--- config.mk ---
export PLATFORM = sky130hd
export DESIGN_NAME = uart_tx_rx_ring_buffers_flat
export DESIGN_NICKNAME = d
export VERILOG_FILES = /design/src/rtl/utrb_pkg.sv /design/src/rtl/utrb_cmd_if.sv /design/src/rtl/utrb_rsp_if.sv /design/src/rtl/utrb_ctrl.sv /design/src/rtl/utrb_datapath.sv /design/src/rtl/uart_tx_rx_ring_buffers.sv /design/src/flat_wrapper.sv
export SDC_FILE = /design/constraint.sdc
export NUM_CORES = 1
export LEC_CHECK = 0
export ABC_AREA = 1
export BUFFER_PORTS_ARGS = -buffer_cell sky130_fd_sc_hd__clkbuf_2
export CORE_ASPECT_RATIO = 0.5
export CORE_UTILIZATION = 45
export DETAILED_ROUTE_END_ITERATION = 16
export GPL_TIMING_DRIVEN = 0
export SLEW_MARGIN = 20
export SYNTH_ARGS = -nofsm -noshare
export SYNTH_HDL_FRONTEND = slang
export SYNTH_SLANG_ARGS = --single-unit
--- constraint.sdc ---
create_clock -name clk -period 2.6 [get_ports clk]
set_input_delay 0.39 -clock clk [delete_from_list [all_inputs] [get_ports clk]]
set_output_delay 0.39 -clock clk [all_outputs]
set_load 0.005 [all_outputs]
--- src/rtl/utrb_pkg.sv ---
package utrb_pkg;

    localparam int unsigned QUEUE_DEPTH_DEF = 16;
    localparam int unsigned BYTE_W          = 8;

    typedef enum logic [1:0] {
        OP_WRITE    = 2'd0,
        OP_TX_EMPTY = 2'd1,
        OP_RX_BYTE  = 2'd2,
        OP_READ     = 2'd3
    } opcode_t;

    typedef logic [BYTE_W-1:0] byte_t;

    typedef enum logic [1:0] {
        ST_IDLE,
        ST_EXEC,
        ST_FINISH
    } state_t;

    // controller -> datapath
    typedef struct packed {
        logic load;    // capture the incoming transaction
        logic exec;    // update rings, issue store reads
        logic finish;  // load the result register
    } dp_cmd_t;

    // datapath -> controller
    typedef struct packed {
        logic out_stall;  // result register full and not being taken
    } dp_stat_t;

endpackage

--- src/rtl/utrb_cmd_if.sv ---
interface utrb_cmd_if;
    logic              valid;
    logic              ready;
    utrb_pkg::opcode_t opcode;
    utrb_pkg::byte_t   data_byte;

    modport source (output valid, output opcode, output data_byte, input ready);
    modport sink   (input valid, input opcode, input data_byte, output ready);
endinterface

--- src/rtl/utrb_rsp_if.sv ---
interface utrb_rsp_if;
    logic            valid;
    logic            ready;
    logic            send_valid;
    utrb_pkg::byte_t send_byte;
    logic            write_full;
    utrb_pkg::byte_t read_byte;
    logic            read_empty;
    logic            busy_sending;

    modport source (output valid, output send_valid, output send_byte,
                    output write_full, output read_byte, output read_empty,
                    output busy_sending, input ready);
    modport sink   (input valid, input send_valid, input send_byte,
                    input write_full, input read_byte, input read_empty,
                    input busy_sending, output ready);
endinterface

--- src/rtl/utrb_ctrl.sv ---
module utrb_ctrl (
    input  logic               clk,
    input  logic               rst_n,
    input  logic               item_valid,
    output logic               item_ready,
    input  utrb_pkg::dp_stat_t stat,
    output utrb_pkg::dp_cmd_t  ctl
);
    import utrb_pkg::*;

    state_t state_reg;
    state_t state_next;

    always_ff @(posedge clk or negedge rst_n)
    begin
        if (!rst_n)
        begin
            state_reg <= ST_IDLE;
        end
        else
        begin
            state_reg <= state_next;
        end
    end

    always_comb
    begin
        state_next = state_reg;
        item_ready = 1'b0;
        ctl        = '0;
        case (state_reg)
            ST_IDLE:
            begin
                item_ready = 1'b1;
                if (item_valid)
                begin
                    ctl.load   = 1'b1;
                    state_next = ST_EXEC;
                end
            end
            ST_EXEC:
            begin
                ctl.exec   = 1'b1;
                state_next = ST_FINISH;
            end
            ST_FINISH:
            begin
                // hold until the previous result has been taken
                if (!stat.out_stall)
                begin
                    ctl.finish = 1'b1;
                    state_next = ST_IDLE;
                end
            end
            default:
            begin
                state_next = ST_IDLE;
            end
        endcase
    end

endmodule

--- src/rtl/utrb_datapath.sv ---
module utrb_datapath #(
    parameter int unsigned QUEUE_DEPTH = utrb_pkg::QUEUE_DEPTH_DEF
) (
    input  logic              clk,
    input  logic              rst_n,
    input  utrb_pkg::dp_cmd_t ctl,
    output utrb_pkg::dp_stat_t stat,
    utrb_cmd_if.sink          cmd,
    utrb_rsp_if.source        rsp
);
    import utrb_pkg::*;

    localparam int unsigned PTR_W = (QUEUE_DEPTH > 1) ? $clog2(QUEUE_DEPTH) : 1;

    typedef logic [PTR_W-1:0] ptr_t;

    function automatic ptr_t ring_next(input ptr_t p);
        if (p == PTR_W'(QUEUE_DEPTH - 1))
            return '0;
        else
            return p + 1'b1;
    endfunction

    byte_t send_mem [QUEUE_DEPTH];
    byte_t recv_mem [QUEUE_DEPTH];

    ptr_t send_head_reg, send_head_next;
    ptr_t send_tail_reg, send_tail_next;
    ptr_t recv_head_reg, recv_head_next;
    ptr_t recv_tail_reg, recv_tail_next;
    logic sending_reg, sending_next;
    logic out_valid_reg, out_valid_next;

    opcode_t op_reg;
    byte_t   byte_reg;
    byte_t   rd_send_reg;
    byte_t   rd_recv_reg;

    // per-event flags, held from exec to finish
    logic s_valid_reg, s_direct_reg, w_full_reg, r_valid_reg, r_empty_reg;
    logic s_valid_next, s_direct_next, w_full_next, r_valid_next, r_empty_next;
    logic send_we, recv_we;

    logic  o_send_valid_reg, o_write_full_reg, o_read_empty_reg, o_busy_reg;
    byte_t o_send_byte_reg, o_read_byte_reg;

    ptr_t snh, rnh;

    assign snh = ring_next(send_head_reg);
    assign rnh = ring_next(recv_head_reg);

    always_comb
    begin
        send_head_next = send_head_reg;
        send_tail_next = send_tail_reg;
        recv_head_next = recv_head_reg;
        recv_tail_next = recv_tail_reg;
        sending_next   = sending_reg;
        s_valid_next   = 1'b0;
        s_direct_next  = 1'b0;
        w_full_next    = 1'b0;
        r_valid_next   = 1'b0;
        r_empty_next   = 1'b0;
        send_we        = 1'b0;
        recv_we        = 1'b0;
        case (op_reg)
            OP_WRITE:
            begin
                if (!sending_reg)
                begin
                    s_valid_next  = 1'b1;
                    s_direct_next = 1'b1;
                    sending_next  = 1'b1;
                end
                else if (snh != send_tail_reg)
                begin
                    send_we        = 1'b1;
                    send_head_next = snh;
                end
                else
                begin
                    w_full_next = 1'b1;
                end
            end
            OP_TX_EMPTY:
            begin
                if (send_head_reg == send_tail_reg)
                begin
                    sending_next = 1'b0;
                end
                else
                begin
                    s_valid_next   = 1'b1;
                    send_tail_next = ring_next(send_tail_reg);
                end
            end
            OP_RX_BYTE:
            begin
                // overwrite on full: drop the oldest byte
                recv_we        = 1'b1;
                recv_head_next = rnh;
                if (rnh == recv_tail_reg)
                    recv_tail_next = ring_next(recv_tail_reg);
            end
            OP_READ:
            begin
                if (recv_head_reg != recv_tail_reg)
                begin
                    r_valid_next   = 1'b1;
                    recv_tail_next = ring_next(recv_tail_reg);
                end
                else
                begin
                    r_empty_next = 1'b1;
                end
            end
            default:
            begin
            end
        endcase
    end

    always_comb
    begin
        if (ctl.finish)
            out_valid_next = 1'b1;
        else if (rsp.ready)
            out_valid_next = 1'b0;
        else
            out_valid_next = out_valid_reg;
    end

    always_ff @(posedge clk or negedge rst_n)
    begin
        if (!rst_n)
        begin
            send_head_reg <= '0;
            send_tail_reg <= '0;
            recv_head_reg <= '0;
            recv_tail_reg <= '0;
            sending_reg   <= 1'b0;
            out_valid_reg <= 1'b0;
        end
        else
        begin
            if (ctl.exec)
            begin
                send_head_reg <= send_head_next;
                send_tail_reg <= send_tail_next;
                recv_head_reg <= recv_head_next;
                recv_tail_reg <= recv_tail_next;
                sending_reg   <= sending_next;
            end
            out_valid_reg <= out_valid_next;
        end
    end

    // stores and payload
    always_ff @(posedge clk)
    begin
        if (ctl.load)
        begin
            op_reg   <= cmd.opcode;
            byte_reg <= cmd.data_byte;
        end
        if (ctl.exec)
        begin
            if (send_we)
                send_mem[send_head_reg] <= byte_reg;
            if (recv_we)
                recv_mem[recv_head_reg] <= byte_reg;
            rd_send_reg  <= send_mem[send_tail_reg];
            rd_recv_reg  <= recv_mem[recv_tail_reg];
            s_valid_reg  <= s_valid_next;
            s_direct_reg <= s_direct_next;
            w_full_reg   <= w_full_next;
            r_valid_reg  <= r_valid_next;
            r_empty_reg  <= r_empty_next;
        end
        if (ctl.finish)
        begin
            o_send_valid_reg <= s_valid_reg;
            o_send_byte_reg  <= !s_valid_reg ? '0 : (s_direct_reg ? byte_reg : rd_send_reg);
            o_write_full_reg <= w_full_reg;
            o_read_byte_reg  <= r_valid_reg ? rd_recv_reg : '0;
            o_read_empty_reg <= r_empty_reg;
            o_busy_reg       <= sending_reg;
        end
    end

    assign stat.out_stall   = out_valid_reg && !rsp.ready;
    assign rsp.valid        = out_valid_reg;
    assign rsp.send_valid   = o_send_valid_reg;
    assign rsp.send_byte    = o_send_byte_reg;
    assign rsp.write_full   = o_write_full_reg;
    assign rsp.read_byte    = o_read_byte_reg;
    assign rsp.read_empty   = o_read_empty_reg;
    assign rsp.busy_sending = o_busy_reg;

endmodule

--- src/rtl/uart_tx_rx_ring_buffers.sv ---
// Channel | Role   | Payload                                           | Transfer
// --------+--------+---------------------------------------------------+---------------
// cmd     | sink   | opcode, data_byte                                 | valid && ready
// rsp     | source | send_valid, send_byte, write_full, read_byte,     | valid && ready
//         |        | read_empty, busy_sending                          |
//
// Each transaction passes through three steps: accept, ring update with store read,
// result load. The read port of each ring store is registered.
// A new transaction is accepted as soon as the result is loaded, while that
// result may still wait on rsp; a stalled rsp holds the block in its last step.
// Reset (rst_n, async, active low) clears pointers, transmit state and the
// result valid; ring contents are left undefined, no clearing pass.
module uart_tx_rx_ring_buffers #(
    parameter int unsigned QUEUE_DEPTH = utrb_pkg::QUEUE_DEPTH_DEF
) (
    input logic        clk,
    input logic        rst_n,
    utrb_cmd_if.sink   cmd,
    utrb_rsp_if.source rsp
);
    import utrb_pkg::*;

    // command and status between sequencer and rings
    dp_cmd_t  ctl;
    dp_stat_t stat;

    // Sequencer: idle -> exec -> finish, one transaction at a time.
    utrb_ctrl u_ctrl (
        .clk        (clk),
        .rst_n      (rst_n),
        .item_valid (cmd.valid),
        .item_ready (cmd.ready),
        .stat       (stat),
        .ctl        (ctl)
    );

    // Datapath: both rings (each keeps one slot free), the transmit state
    // flag and the result register.
    utrb_datapath #(
        .QUEUE_DEPTH (QUEUE_DEPTH)
    ) u_datapath (
        .clk   (clk),
        .rst_n (rst_n),
        .ctl   (ctl),
        .stat  (stat),
        .cmd   (cmd),
        .rsp   (rsp)
    );

endmodule

--- src/flat_wrapper.sv ---
// flat-port wrapper written by rule: the top's interface ports become plain ports
module uart_tx_rx_ring_buffers_flat import utrb_pkg::*;
#(
    parameter int unsigned QUEUE_DEPTH = utrb_pkg::QUEUE_DEPTH_DEF
)
  (clk, rst_n, cmd_valid, cmd_opcode, cmd_data_byte, cmd_ready, rsp_valid, rsp_send_valid, rsp_send_byte, rsp_write_full, rsp_read_byte, rsp_read_empty, rsp_busy_sending, rsp_ready);
  utrb_cmd_if cmd_i ();
  utrb_rsp_if rsp_i ();
  input logic clk;
  input logic rst_n;
  input wire logic [$bits(cmd_i.valid)-1:0] cmd_valid;
  input wire logic [$bits(cmd_i.opcode)-1:0] cmd_opcode;
  input wire logic [$bits(cmd_i.data_byte)-1:0] cmd_data_byte;
  output wire logic [$bits(cmd_i.ready)-1:0] cmd_ready;
  output wire logic [$bits(rsp_i.valid)-1:0] rsp_valid;
  output wire logic [$bits(rsp_i.send_valid)-1:0] rsp_send_valid;
  output wire logic [$bits(rsp_i.send_byte)-1:0] rsp_send_byte;
  output wire logic [$bits(rsp_i.write_full)-1:0] rsp_write_full;
  output wire logic [$bits(rsp_i.read_byte)-1:0] rsp_read_byte;
  output wire logic [$bits(rsp_i.read_empty)-1:0] rsp_read_empty;
  output wire logic [$bits(rsp_i.busy_sending)-1:0] rsp_busy_sending;
  input wire logic [$bits(rsp_i.ready)-1:0] rsp_ready;
  assign cmd_i.valid = cmd_valid;
  assign cmd_i.opcode = cmd_opcode;
  assign cmd_i.data_byte = cmd_data_byte;
  assign cmd_ready = cmd_i.ready;
  assign rsp_valid = rsp_i.valid;
  assign rsp_send_valid = rsp_i.send_valid;
  assign rsp_send_byte = rsp_i.send_byte;
  assign rsp_write_full = rsp_i.write_full;
  assign rsp_read_byte = rsp_i.read_byte;
  assign rsp_read_empty = rsp_i.read_empty;
  assign rsp_busy_sending = rsp_i.busy_sending;
  assign rsp_i.ready = rsp_ready;
  uart_tx_rx_ring_buffers #(.QUEUE_DEPTH(QUEUE_DEPTH)) u_core (.clk(clk), .rst_n(rst_n), .cmd(cmd_i), .rsp(rsp_i));
endmodule
==> metrics.yaml, run 1 <==
floorplan:
  initial_core_util_pct: 46.8
  std_cell_rows: 43
  die-area_mm2: 0.0301
  coreArea_mm2: 0.0283
  io_pins: 36
  fp.dieH_um: 123
  fp.dieW_um: 244
worst_hold_path:
  hp-class: "input pin to flip-flop"
  whs_path_depth: 1
global_routing:
  track_usage_pct: 21.3
  grt_pass1_wl_mm: 48.1
  antenna_found_initial: 0
  overflow: 0
  grt_max_degree: 34
  grt_pass1_vias: 8117
sta:
  fmax_ghz: 0.373
  relSlewSlack_pct: 38.8
  fin_tns_setup_ps: -957
  min_period_ps: 2680
  final_max_slew_viol_count: 0
  worst_slack_ps: -82.1
  setup_viol: 16
  rsz0062_at_grt: "true"
  worst_slew_pin_slew_ps: 913
  fin_skew_ps: 16.8
  hold_viol_final: 0
  fin_crit_sh_pct: 103
placement:
  io_buffer_count: 35
  post-place-ws_ps: -466
  dp_hpwl_mm: 21.1
  dp_cells: 1466
  place_congestion: 0.858
final_layout:
  final_util_pct: 53.9
  drive_gt1_share_pct: 14.1
  top_regs: "u_core.u_datapath.recv_mem: 128 flops, u_core.u_datapath.send_mem: 128 flops"
  area.growth.synth_to_final_pct: 15.3
  fin_cells: 1527
  layout_commonest_cell: "edfxtp_1"
  most-common-layout-cells: "307 x edfxtp_1, 163 x nor2_1, 145 x o21ai_0"
  num-nets-final: 1148
  diodes: 0
clock_network:
  cts.sinks: 327
  htree_levels: 1
  root_buffer: "clkbuf_16"
  clk_latency_ps: 560
  cts_tree: "done"
  path_clk_slew_ps: 70
  numCtsBuffers: 29
  cts_setup_buffers: 0
  cts_max_path_buffers: 3
worst_setup_path:
  cp.required_ps: 2790
  critPathArrivalTime_ps: 2870
  worstSetupEndpointType: "flip-flop"
  ff2ff_path_depth: 6
  path_class: "flip-flop to flip-flop"
  cp_max_fo: 12
  start_kind: "flip-flop"
pwr:
  swShare_pct: 33.1
  p_int_mw: 10.1
  p_leak_nw: 5.24
  ir_worst_vdd_v: 0.000546
  power_density_mw_per_mm2: 987
  switchingPower_mw: 4.98
  p_clk_share_pct: 29.2
  power_frac_seq_pct: 43.9
  p_comb_share_pct: 26.9
  finalPower_mw: 15.0
synthesis:
  ys_types: 37
  synth_seq_cells: 327
  synth_area_mm2: 0.0132
  avgSynthCellArea_um2: 12.7
  yosys_warnings: 0
  synth_fp_nets: 1063
  syn_inst: 1038
  yosysSeqAreaShare_pct: 73.5
route:
  vias_per_cell: 5.50
  initialDrtViolationCount: 815
  drtAntennaViolNets: 0
  wl_per_cell_um: 20.7
  drt_pass1_iterations: 5
  vias: 8396
  drc: 0
  wl_mm: 31.6
status:
  status: "complete, but fails checks"
  violations: "negative setup slack"
run:
  max-cap-violations: 0
-- stage by stage --
stage / hold slack (ps) / instance area, um2
2_1_floorplan: 94.4 / 13200
6_report: 22.1 / 15200
5_1_grt: 0.920 / 15200
3_5_place_dp: 415 / 14100
3_3_place_gp: 410 / 13900
4_1_cts: 0.237 / 15200
-- per-layer routing --
layer  vias up  global-route usage (%)  share of wire, %
li1       3934                       -                 -
met1      4163                    29.8                45
met2       264                    35.8                48
met3        35                    3.39               5.4
met4         0                    4.57               1.7
met5         -                       0                 0
-- power groups by stage --
stage / Combinational [mW] / Sequential [mW] / Clock [mW]
floorplan: 2.55 / 6.65 / 0
global placement: 3.71 / 6.83 / 0
detailed placement: 3.97 / 6.71 / 0
CTS: 4.02 / 6.60 / 4.45
global route: 4.45 / 6.64 / 4.68
finish: 4.05 / 6.60 / 4.40
-- cell families after synthesis --
group                      Yosys count  share of synthesized area (%)
adders and majority gates           11                           1.04
DFF                                327                           73.5
xor gates and xnor gates            12                          0.851
AOI/OAI and AO/OA                  221                           9.72
buffers and inverters               94                           3.01
and+or+nand+nor                    373                           11.9
-- path summary, 6_finish.rpt --
kind | from | endpoint | slack [ps]
worst max-delay path | u_core.u_ctrl.state_reg[0] | u_core.u_datapath.send_mem[10][2] | -80
worst min-delay path | cmd_opcode[1] | u_core.u_datapath.op_reg[1] | 20
worst max register to register | u_core.u_ctrl.state_reg[0] | u_core.u_datapath.send_mem[10][2] | -80
worst min register to register | u_core.u_datapath.r_empty_reg | u_core.u_datapath.rsp.read_empty | 440
max in group asynchronous | rst_n | u_core.u_datapath.recv_tail_reg[2] | 1860
min in group asynchronous | rst_n | u_core.u_datapath.send_tail_reg[0] | 360
-- cells in the mapped netlist --
| master | count | area (um2) |
|---|---|---|
| edfxtp_1 | 307 | 9220 |
| nor2_1 | 190 | 713 |
| o21ai_0 | 145 | 726 |
| nand2_1 | 111 | 417 |
| nand3_1 | 47 | 235 |
| inv_1 | 37 | 139 |
| o22ai_1 | 35 | 219 |
| clkbuf_1 | 30 | 113 |
| o221ai_1 | 26 | 228 |
| dfrtp_1 | 20 | 500 |
| buf_2 | 15 | 75.1 |
| ha_1 | 11 | 138 |
| xor2_1 | 7 | 61.3 |
| o211ai_1 | 6 | 45.0 |
| inv_2 | 5 | 18.8 |
| nand3_2 | 5 | 50.1 |
| nand4_1 | 5 | 31.3 |
| xnor2_1 | 4 | 35.0 |
| buf_6 | 3 | 33.8 |
| nand2_2 | 3 | 18.8 |
| nor2_4 | 3 | 33.8 |
| nor3_1 | 3 | 15.0 |
| a21oi_1 | 2 | 10.0 |
| clkinv_1 | 2 | 7.51 |
| nand2_4 | 2 | 22.5 |
| nor3b_1 | 2 | 15.0 |
| o21ai_1 | 2 | 10.0 |
| a211oi_1 | 1 | 7.51 |
| a21oi_2 | 1 | 8.76 |
| buf_1 | 1 | 3.75 |
| buf_4 | 1 | 7.51 |
| nand3_4 | 1 | 17.5 |
| nand3b_1 | 1 | 7.51 |
| o21ai_2 | 1 | 8.76 |
| o21ai_4 | 1 | 16.3 |
| o31ai_1 | 1 | 7.51 |
| xor2_2 | 1 | 16.3 |
-- final cells by class --
cell class,count,area (um2)
buffer,50,233
clock buffer,32,737
clock inverter,21,220
fill,2434,13100
inverter,44,165
multi-input combinational,618,3270
sequential,327,9720
tap,382,478
timing repair buffer,53,424
-- repair_timing --
| action | in CTS | in global routing |
|---|---|---|
| resized for setup | 26 | 12 |
| hold endpoints to repair | 24 | 1 |
| hold buffers | 5 | 1 |
| setup endpoints to repair | 256 | 160 |
| pin swaps | 1 | 0 |
| cloned | 1 | 0 |
-- worst max-delay path, cell delays in order (launching register included) --
cell	delay (ps)
dfrtp_1	410
inv_2	90
nor2_4	380
inv_1	280
nor2_4	320
nand3_2	200
nor2_1	610
Power figures use the tool's default switching activity.
==> run 2: changes to the inputs <==
RECOVER_POWER = 100   (was unset)
==> run 2 against run 1 <==
  * The flow still finishes with violations (negative setup slack)
  * Fmax barely moved
  * Sequential cell count did not move
  * Non-clock buffer count did not move
  * Largest cell class unchanged
  * Critical path depth did not move
  * Critical path type unchanged
  * Register-to-register slack barely moved
  * Clock skew fell by 3.9 ps
  * Sequential power barely moved
  * Power fell by 0.20%
  * Global-route usage did not move
  * Worst setup slack improved by 0.87 ps
==> metrics.yaml, run 2 (synthesized netlist as in run 1, its figures left out) <==
sta:
  relSlewSlack_pct: 17.9  # was 38.8%
  worst_slack_ps: -81.2  # was -82.1 ps
  fmax_ghz: 0.373  # about the same
  hold_viol_final: 0  # unchanged
  final_max_slew_viol_count: 0  # unchanged
  fin_hold_ws_ps: 22.2  # was 22.1 ps
  setup_viol: 39  # was 16
  min_period_ps: 2680  # about the same
  fin_skew_ps: 12.9  # was 16.8 ps
  rsz0062_at_grt: "true"  # unchanged
  worst_slew_pin_slew_ps: 1230  # was 913 ps
  fin_crit_sh_pct: 103  # about the same
  fin_tns_setup_ps: -1220  # was -957 ps
pwr:
  power_density_mw_per_mm2: 993  # was 987 mW/mm2
  p_leak_nw: 5.17  # was 5.24 nW
  ir_worst_vdd_v: 0.000546  # about the same
floorplan:
  fp.dieH_um: 123  # unchanged
  coreArea_mm2: 0.0283  # unchanged
  initial_core_util_pct: 46.8  # unchanged
  die-area_mm2: 0.0301  # unchanged
  std_cell_rows: 43  # unchanged
  io_pins: 36  # unchanged
  fp.dieW_um: 244  # unchanged
worst_setup_path:
  critPathArrivalTime_ps: 2870  # about the same
  path_class: "flip-flop to flip-flop"  # unchanged
  path_cells: "inv_2 -> nor2_4 -> inv_1 -> nor2_4 -> nand3_2 -> nor2_1"  # unchanged
  cp.required_ps: 2790  # about the same
  max_stage_delay_ps: 610  # about the same
  cp_max_fo: 12  # unchanged
  start_kind: "flip-flop"  # unchanged
  cp_slowest_cell: "nor2_1"  # unchanged
  critPathBufInv: 2  # unchanged
  crit_top_cell: "nor2_4"  # unchanged
  critPathTopFamily: "simple AND/OR/NAND/NOR gates"  # unchanged
  worstSetupEndpointType: "flip-flop"  # unchanged
final_layout:
  layout_commonest_cell: "edfxtp_1"  # unchanged
  finalInstanceArea_mm2: 0.0151  # was 0.0152 mm2
  fillCellCount: 2452  # was 2434
  drive_gt1_share_pct: 13.1  # was 14.1%
  most-common-layout-cells: "307 x edfxtp_1, 163 x nor2_1, 145 x o21ai_0"  # unchanged
  num-nets-final: 1148  # unchanged
  regArea_mm2: 0.00972  # unchanged
  top_regs: "u_core.u_datapath.recv_mem: 128 flops, u_core.u_datapath.send_mem: 128 flops"  # unchanged
  diodes: 0  # unchanged
  multi_input_area_mm2: 0.00327  # unchanged
  area.growth.synth_to_final_pct: 14.3  # was 15.3%
  fin_cells: 1527  # unchanged
placement:
  io_buffer_count: 35  # unchanged
  post-place-ws_ps: -466  # unchanged
  post_dp_cell_area_mm2: 0.0141  # unchanged
  dp_hpwl_mm: 21.1  # unchanged
  dp_cells: 1466  # unchanged
  place_congestion: 0.858  # unchanged
clock_network:
  numCtsBuffers: 29  # unchanged
  cts_setup_buffers: 0  # unchanged
  cts.sinks: 327  # unchanged
  clk_latency_ps: 550  # was 560 ps
  root_buffer: "clkbuf_16"  # unchanged
  path_clk_slew_ps: 70  # about the same
  htree_levels: 1  # unchanged
  cts_max_path_buffers: 3  # unchanged
  cts_tree: "done"  # unchanged
route:
  wl_per_cell_um: 20.8  # was 20.7 um
  vias: 8433  # was 8396
  vias_per_cell: 5.52  # was 5.50
  drtAntennaViolNets: 0  # unchanged
  initialDrtViolationCount: 792  # was 815
  drc: 0  # unchanged
  wl_mm: 31.8  # was 31.6 mm
  drt_pass1_iterations: 5  # unchanged
global_routing:
  track_usage_pct: 21.3  # unchanged
  grt_pass1_vias: 8117  # unchanged
  overflow: 0  # unchanged
  grt_max_degree: 34  # unchanged
  grt_pass1_wl_mm: 48.1  # unchanged
  antenna_found_initial: 0  # unchanged
status:
  violations: "negative setup slack"  # unchanged
  status: "complete, but fails checks"  # unchanged
run:
  max-cap-violations: 0  # unchanged
worst_hold_path:
  hp-class: "input pin to flip-flop"  # unchanged
==> run 2: cell count changes in the layout (fill, tap and decap cells not counted), sizes merged <==
cell and change:
buf -10, clkbuf +10
==> run 2: final timing paths <==
check | start | end | slack, ps | cells past startpoint
max | u_core.u_ctrl.state_reg[0] | u_core.u_datapath.send_mem[10][2] | -80 | 6
min | cmd_opcode[1] | u_core.u_datapath.op_reg[1] | 20 | 1
max reg2reg | u_core.u_ctrl.state_reg[0] | u_core.u_datapath.send_mem[10][2] | -80 | 6
min reg2reg | u_core.u_datapath.r_empty_reg | u_core.u_datapath.rsp.read_empty | 430 | 0
max in group asynchronous | rst_n | u_core.u_datapath.recv_tail_reg[2] | 1250 | 2
min in group asynchronous | rst_n | u_core.u_datapath.recv_head_reg[1] | 620 | 2
==> run 2: final cells by class <==
cell class | instances | share of cell area [%]
flip-flops and latches | 327 | 64.3
multi-input cells | 618 | 21.6
clock buffers | 32 | 4.87
well taps | 382 | 3.16
repair buffers | 53 | 1.97
plain buffers | 50 | 1.54
clock inverters | 21 | 1.46
inverters | 44 | 1.09
==> run 2: power breakdown <==
group          leakage [nW]  internal [mW]  switching (mW)
Sequential             3.04           6.31           0.288
Combinational          1.66           1.19            2.82
Clock                 0.467           2.53            1.89
==> run 2: per-layer routing <==
metal / track usage, % / wire length (um) / vias to the layer above
met5: 0 / 0 / -
met4: 4.57 / 621 / 0
met3: 3.39 / 1800 / 40
met2: 35.8 / 15200 / 255
met1: 29.8 / 14200 / 4201
li1: - / - / 3937
==> run 2: metrics by stage <==
stage                     utilization, %  total power [mW]
after floorplan                        -              9.20
after global placement              49.1              10.5
after detailed placement            49.8              10.7
after CTS                           53.6              15.1
after global routing                53.4              15.7
final                               53.4              15.0
==> run 2: repair_timing <==
action	CTS	global route
setup endpoints to repair	256	160
hold endpoints to repair	24	1
gates resized for setup	26	12
hold buffers	5	1
gates cloned	1	0
pin swaps	1	0
==> run 2: worst reg2reg max path: stages, from the launching register on <==
cell     delay, ps
dfrtp_1        410
inv_2           90
nor2_4         390
inv_1          280
nor2_4         320
nand3_2        210
nor2_1         610
==> run 3: changes to the inputs <==
BUFFER_PORTS_ARGS = unset   (was -buffer_cell sky130_fd_sc_hd__clkbuf_2)
CELL_PAD_IN_SITES_DETAIL_PLACEMENT = 0   (was unset)
CELL_PAD_IN_SITES_GLOBAL_PLACEMENT = 1   (was unset)
DONT_BUFFER_PORTS = 1   (was unset)
PLACE_DENSITY_LB_ADDON = 0.1   (was unset)
SLEW_MARGIN = unset   (was 20)
==> run 3 against run 2 <==
  * The run now ends clean
  * Critical endpoint is now u_core.u_datapath.send_mem[1][5]
  * Fmax grew 9.2%
  * Power rose by 0.60%
  * Clock skew decreased by 1.5 ps
  * Die area unchanged
  * Via count down 2.2%
  * Non-clock buffer count fell by 32
  * Highest routed layer unchanged
==> metrics.yaml, run 3 (synthesized netlist as in run 1, its figures left out) <==
sta:
  fin_crit_sh_pct: 94.4  # was 103%
  worst_slew_pin_slew_ps: 1370  # was 1230 ps
  min_period_ps: 2450  # was 2680 ps
  fmax_ghz: 0.407  # was 0.373 GHz
  rsz0062_at_grt: "true"  # unchanged
  hold_viol_final: 0  # unchanged
  fin_tns_setup_ps: 0  # was -1220 ps
  fin_skew_ps: 11.4  # was 12.9 ps
  final_max_slew_viol_count: 0  # unchanged
  fin_hold_ws_ps: 209  # was 22.2 ps
  relSlewSlack_pct: 8.81  # was 17.9%
  worst_slack_ps: 145  # was -81.2 ps
  setup_viol: 0  # was 39
clock_network:
  root_buffer: "clkbuf_16"  # unchanged
  htree_levels: 1  # unchanged
  path_clk_slew_ps: 70  # about the same
  cts_tree: "done"  # unchanged
  numCtsBuffers: 30  # was 29
  cts_max_path_buffers: 3  # unchanged
  cts.sinks: 327  # unchanged
  clk_latency_ps: 570  # was 550 ps
route:
  drtAntennaViolNets: 0  # unchanged
  wl_per_cell_um: 22.0  # was 20.8 um
  drc: 0  # unchanged
  wl_mm: 32.9  # was 31.8 mm
  drt_pass1_iterations: 5  # unchanged
  vias_per_cell: 5.51  # was 5.52
  initialDrtViolationCount: 723  # was 792
  vias: 8250  # was 8433
floorplan:
  die-area_mm2: 0.0301  # unchanged
  initial_core_util_pct: 46.8  # unchanged
  io_pins: 36  # unchanged
  coreArea_mm2: 0.0283  # unchanged
  std_cell_rows: 43  # unchanged
  fp.dieH_um: 123  # unchanged
  fp.dieW_um: 244  # unchanged
worst_setup_path:
  path_class: "flip-flop to flip-flop"  # unchanged
  rr_endpoint: "u_core.u_datapath.send_mem[1][5]"  # was u_core.u_datapath.send_mem[10][2]
  start_kind: "flip-flop"  # unchanged
  cp_max_fo: 10  # was 12
  cp.required_ps: 2800  # was 2790 ps
  critPathArrivalTime_ps: 2650  # was 2870 ps
  rrSetupSlack_ps: 150  # was -80 ps
  critPathTopFamily: "simple AND/OR/NAND/NOR gates"  # unchanged
  ff2ff_path_depth: 8  # was 6
  path_cells: "inv_1 -> ha_1 -> xnor2_1 -> o21ai_1 -> a21oi_2 -> nand3_4 -> nand3_2 -> nor2_2"  # was inv_2 -> nor2_4 -> inv_1 -> nor2_4 -> nand3_2 -> nor2_1
  max_stage_delay_ps: 480  # was 610 ps
  worstSetupEndpointType: "flip-flop"  # unchanged
  cp_slowest_cell: "dfrtp_1"  # was nor2_1
  critPathBufInv: 1  # was 2
  worstReg2RegStart: "u_core.u_datapath.send_head_reg[0]"  # was u_core.u_ctrl.state_reg[0]
worst_hold_path:
  hp-class: "input pin to flip-flop"  # unchanged
  whs_path_depth: 2  # was 1
  min_from: "rsp_ready"  # was cmd_opcode[1]
  min_to: "u_core.u_datapath.rsp.read_empty"  # was u_core.u_datapath.op_reg[1]
pwr:
  power_density_mw_per_mm2: 1000  # was 993 mW/mm2
  p_leak_nw: 5.07  # was 5.17 nW
  ir_worst_vdd_v: 0.000671  # was 0.000546 V
  finalPower_mw: 15.1  # was 15.0 mW
global_routing:
  overflow: 0  # unchanged
  track_usage_pct: 22.3  # was 21.3%
  antenna_found_initial: 2  # was 0
  grt_max_degree: 34  # unchanged
  grt_pass1_wl_mm: 49.2  # was 48.1 mm
  grt_pass1_vias: 7993  # was 8117
placement:
  dp_hpwl_mm: 20.8  # was 21.1 mm
  dp_cells: 1425  # was 1466
  place_congestion: 0.818  # was 0.858
  post-place-ws_ps: -556  # was -466 ps
  io_buffer_count: 0  # was 35
  post_dp_cell_area_mm2: 0.0138  # was 0.0141 mm2
run:
  max-cap-violations: 0  # unchanged
final_layout:
  regArea_mm2: 0.00972  # unchanged
  multi_input_area_mm2: 0.00328  # was 0.00327 mm2
  most-common-layout-cells: "307 x edfxtp_1, 161 x nor2_1, 145 x o21ai_0"  # was 307 x edfxtp_1, 163 x nor2_1, 145 x o21ai_0
  finalInstanceArea_mm2: 0.0150  # was 0.0151 mm2
  final_util_pct: 53.1  # was 53.4%
  fillCellCount: 2460  # was 2452
  top_regs: "u_core.u_datapath.recv_mem: 128 flops, u_core.u_datapath.send_mem: 128 flops"  # unchanged
  area.growth.synth_to_final_pct: 13.7  # was 14.3%
  diodes: 0  # unchanged
  layout_commonest_cell: "edfxtp_1"  # unchanged
  fin_cells: 1497  # was 1527
  num-nets-final: 1117  # was 1148
  drive_gt1_share_pct: 10.9  # was 13.1%
status:
  status: "complete, no violations"  # was complete, but fails checks
run 3: per-layer routing:
metal	routed length, um	GRT usage [%]	vias up
met2	15300	36.2	204
met4	751	5.74	0
met3	1880	4.34	50
met5	0	0	-
met1	15000	31.1	4115
li1	-	-	3881
run 3: worst max-delay path by stage:
stage / slack, ps / endpoint / start / cells after the start
6_report: 150 / u_core.u_datapath.send_mem[1][5] / u_core.u_datapath.send_head_reg[0] / 8
5_1_grt: -30 / u_core.u_datapath.send_mem[1][5] / u_core.u_datapath.send_head_reg[0] / 8
4_1_cts: 3 / u_core.u_datapath.send_mem[9][2] / u_core.u_datapath.send_head_reg[0] / 8
3_5_place_dp: -560 / u_core.u_datapath.recv_mem[3][1] / u_core.u_ctrl.state_reg[1] / 3
3_3_place_gp: -550 / u_core.u_datapath.recv_mem[11][2] / u_core.u_ctrl.state_reg[1] / 3
2_1_floorplan: 380 / u_core.u_datapath.send_mem[10][0] / u_core.u_ctrl.state_reg[1] / 5
run 3: power by group:
part / internal [mW] / leakage (nW) / switching (mW)
registers: 6.32 / 3.04 / 0.385
clock network: 2.54 / 0.490 / 1.94
logic: 1.14 / 1.54 / 2.78
total: 10.0 / 5.07 / 5.11
run 3: what timing repair did:
item,in CTS,in global routing
hold endpoints to repair,33,0
setup endpoints to repair,256,48
gates resized for setup,39,5
gates cloned,1,0
hold buffers,14,0
pin swaps,1,0
setup buffers,1,0
run 3: cell type report:
| class | count | share of cell area, % |
|---|---|---|
| clock inverter | 15 | 1.06 |
| clock buffer | 40 | 5.52 |
| timing repair buffer | 21 | 1.14 |
| inverter | 44 | 1.10 |
| multi-input combinational | 618 | 21.8 |
| tap | 382 | 3.18 |
| buffer | 50 | 1.55 |
| sequential | 327 | 64.6 |
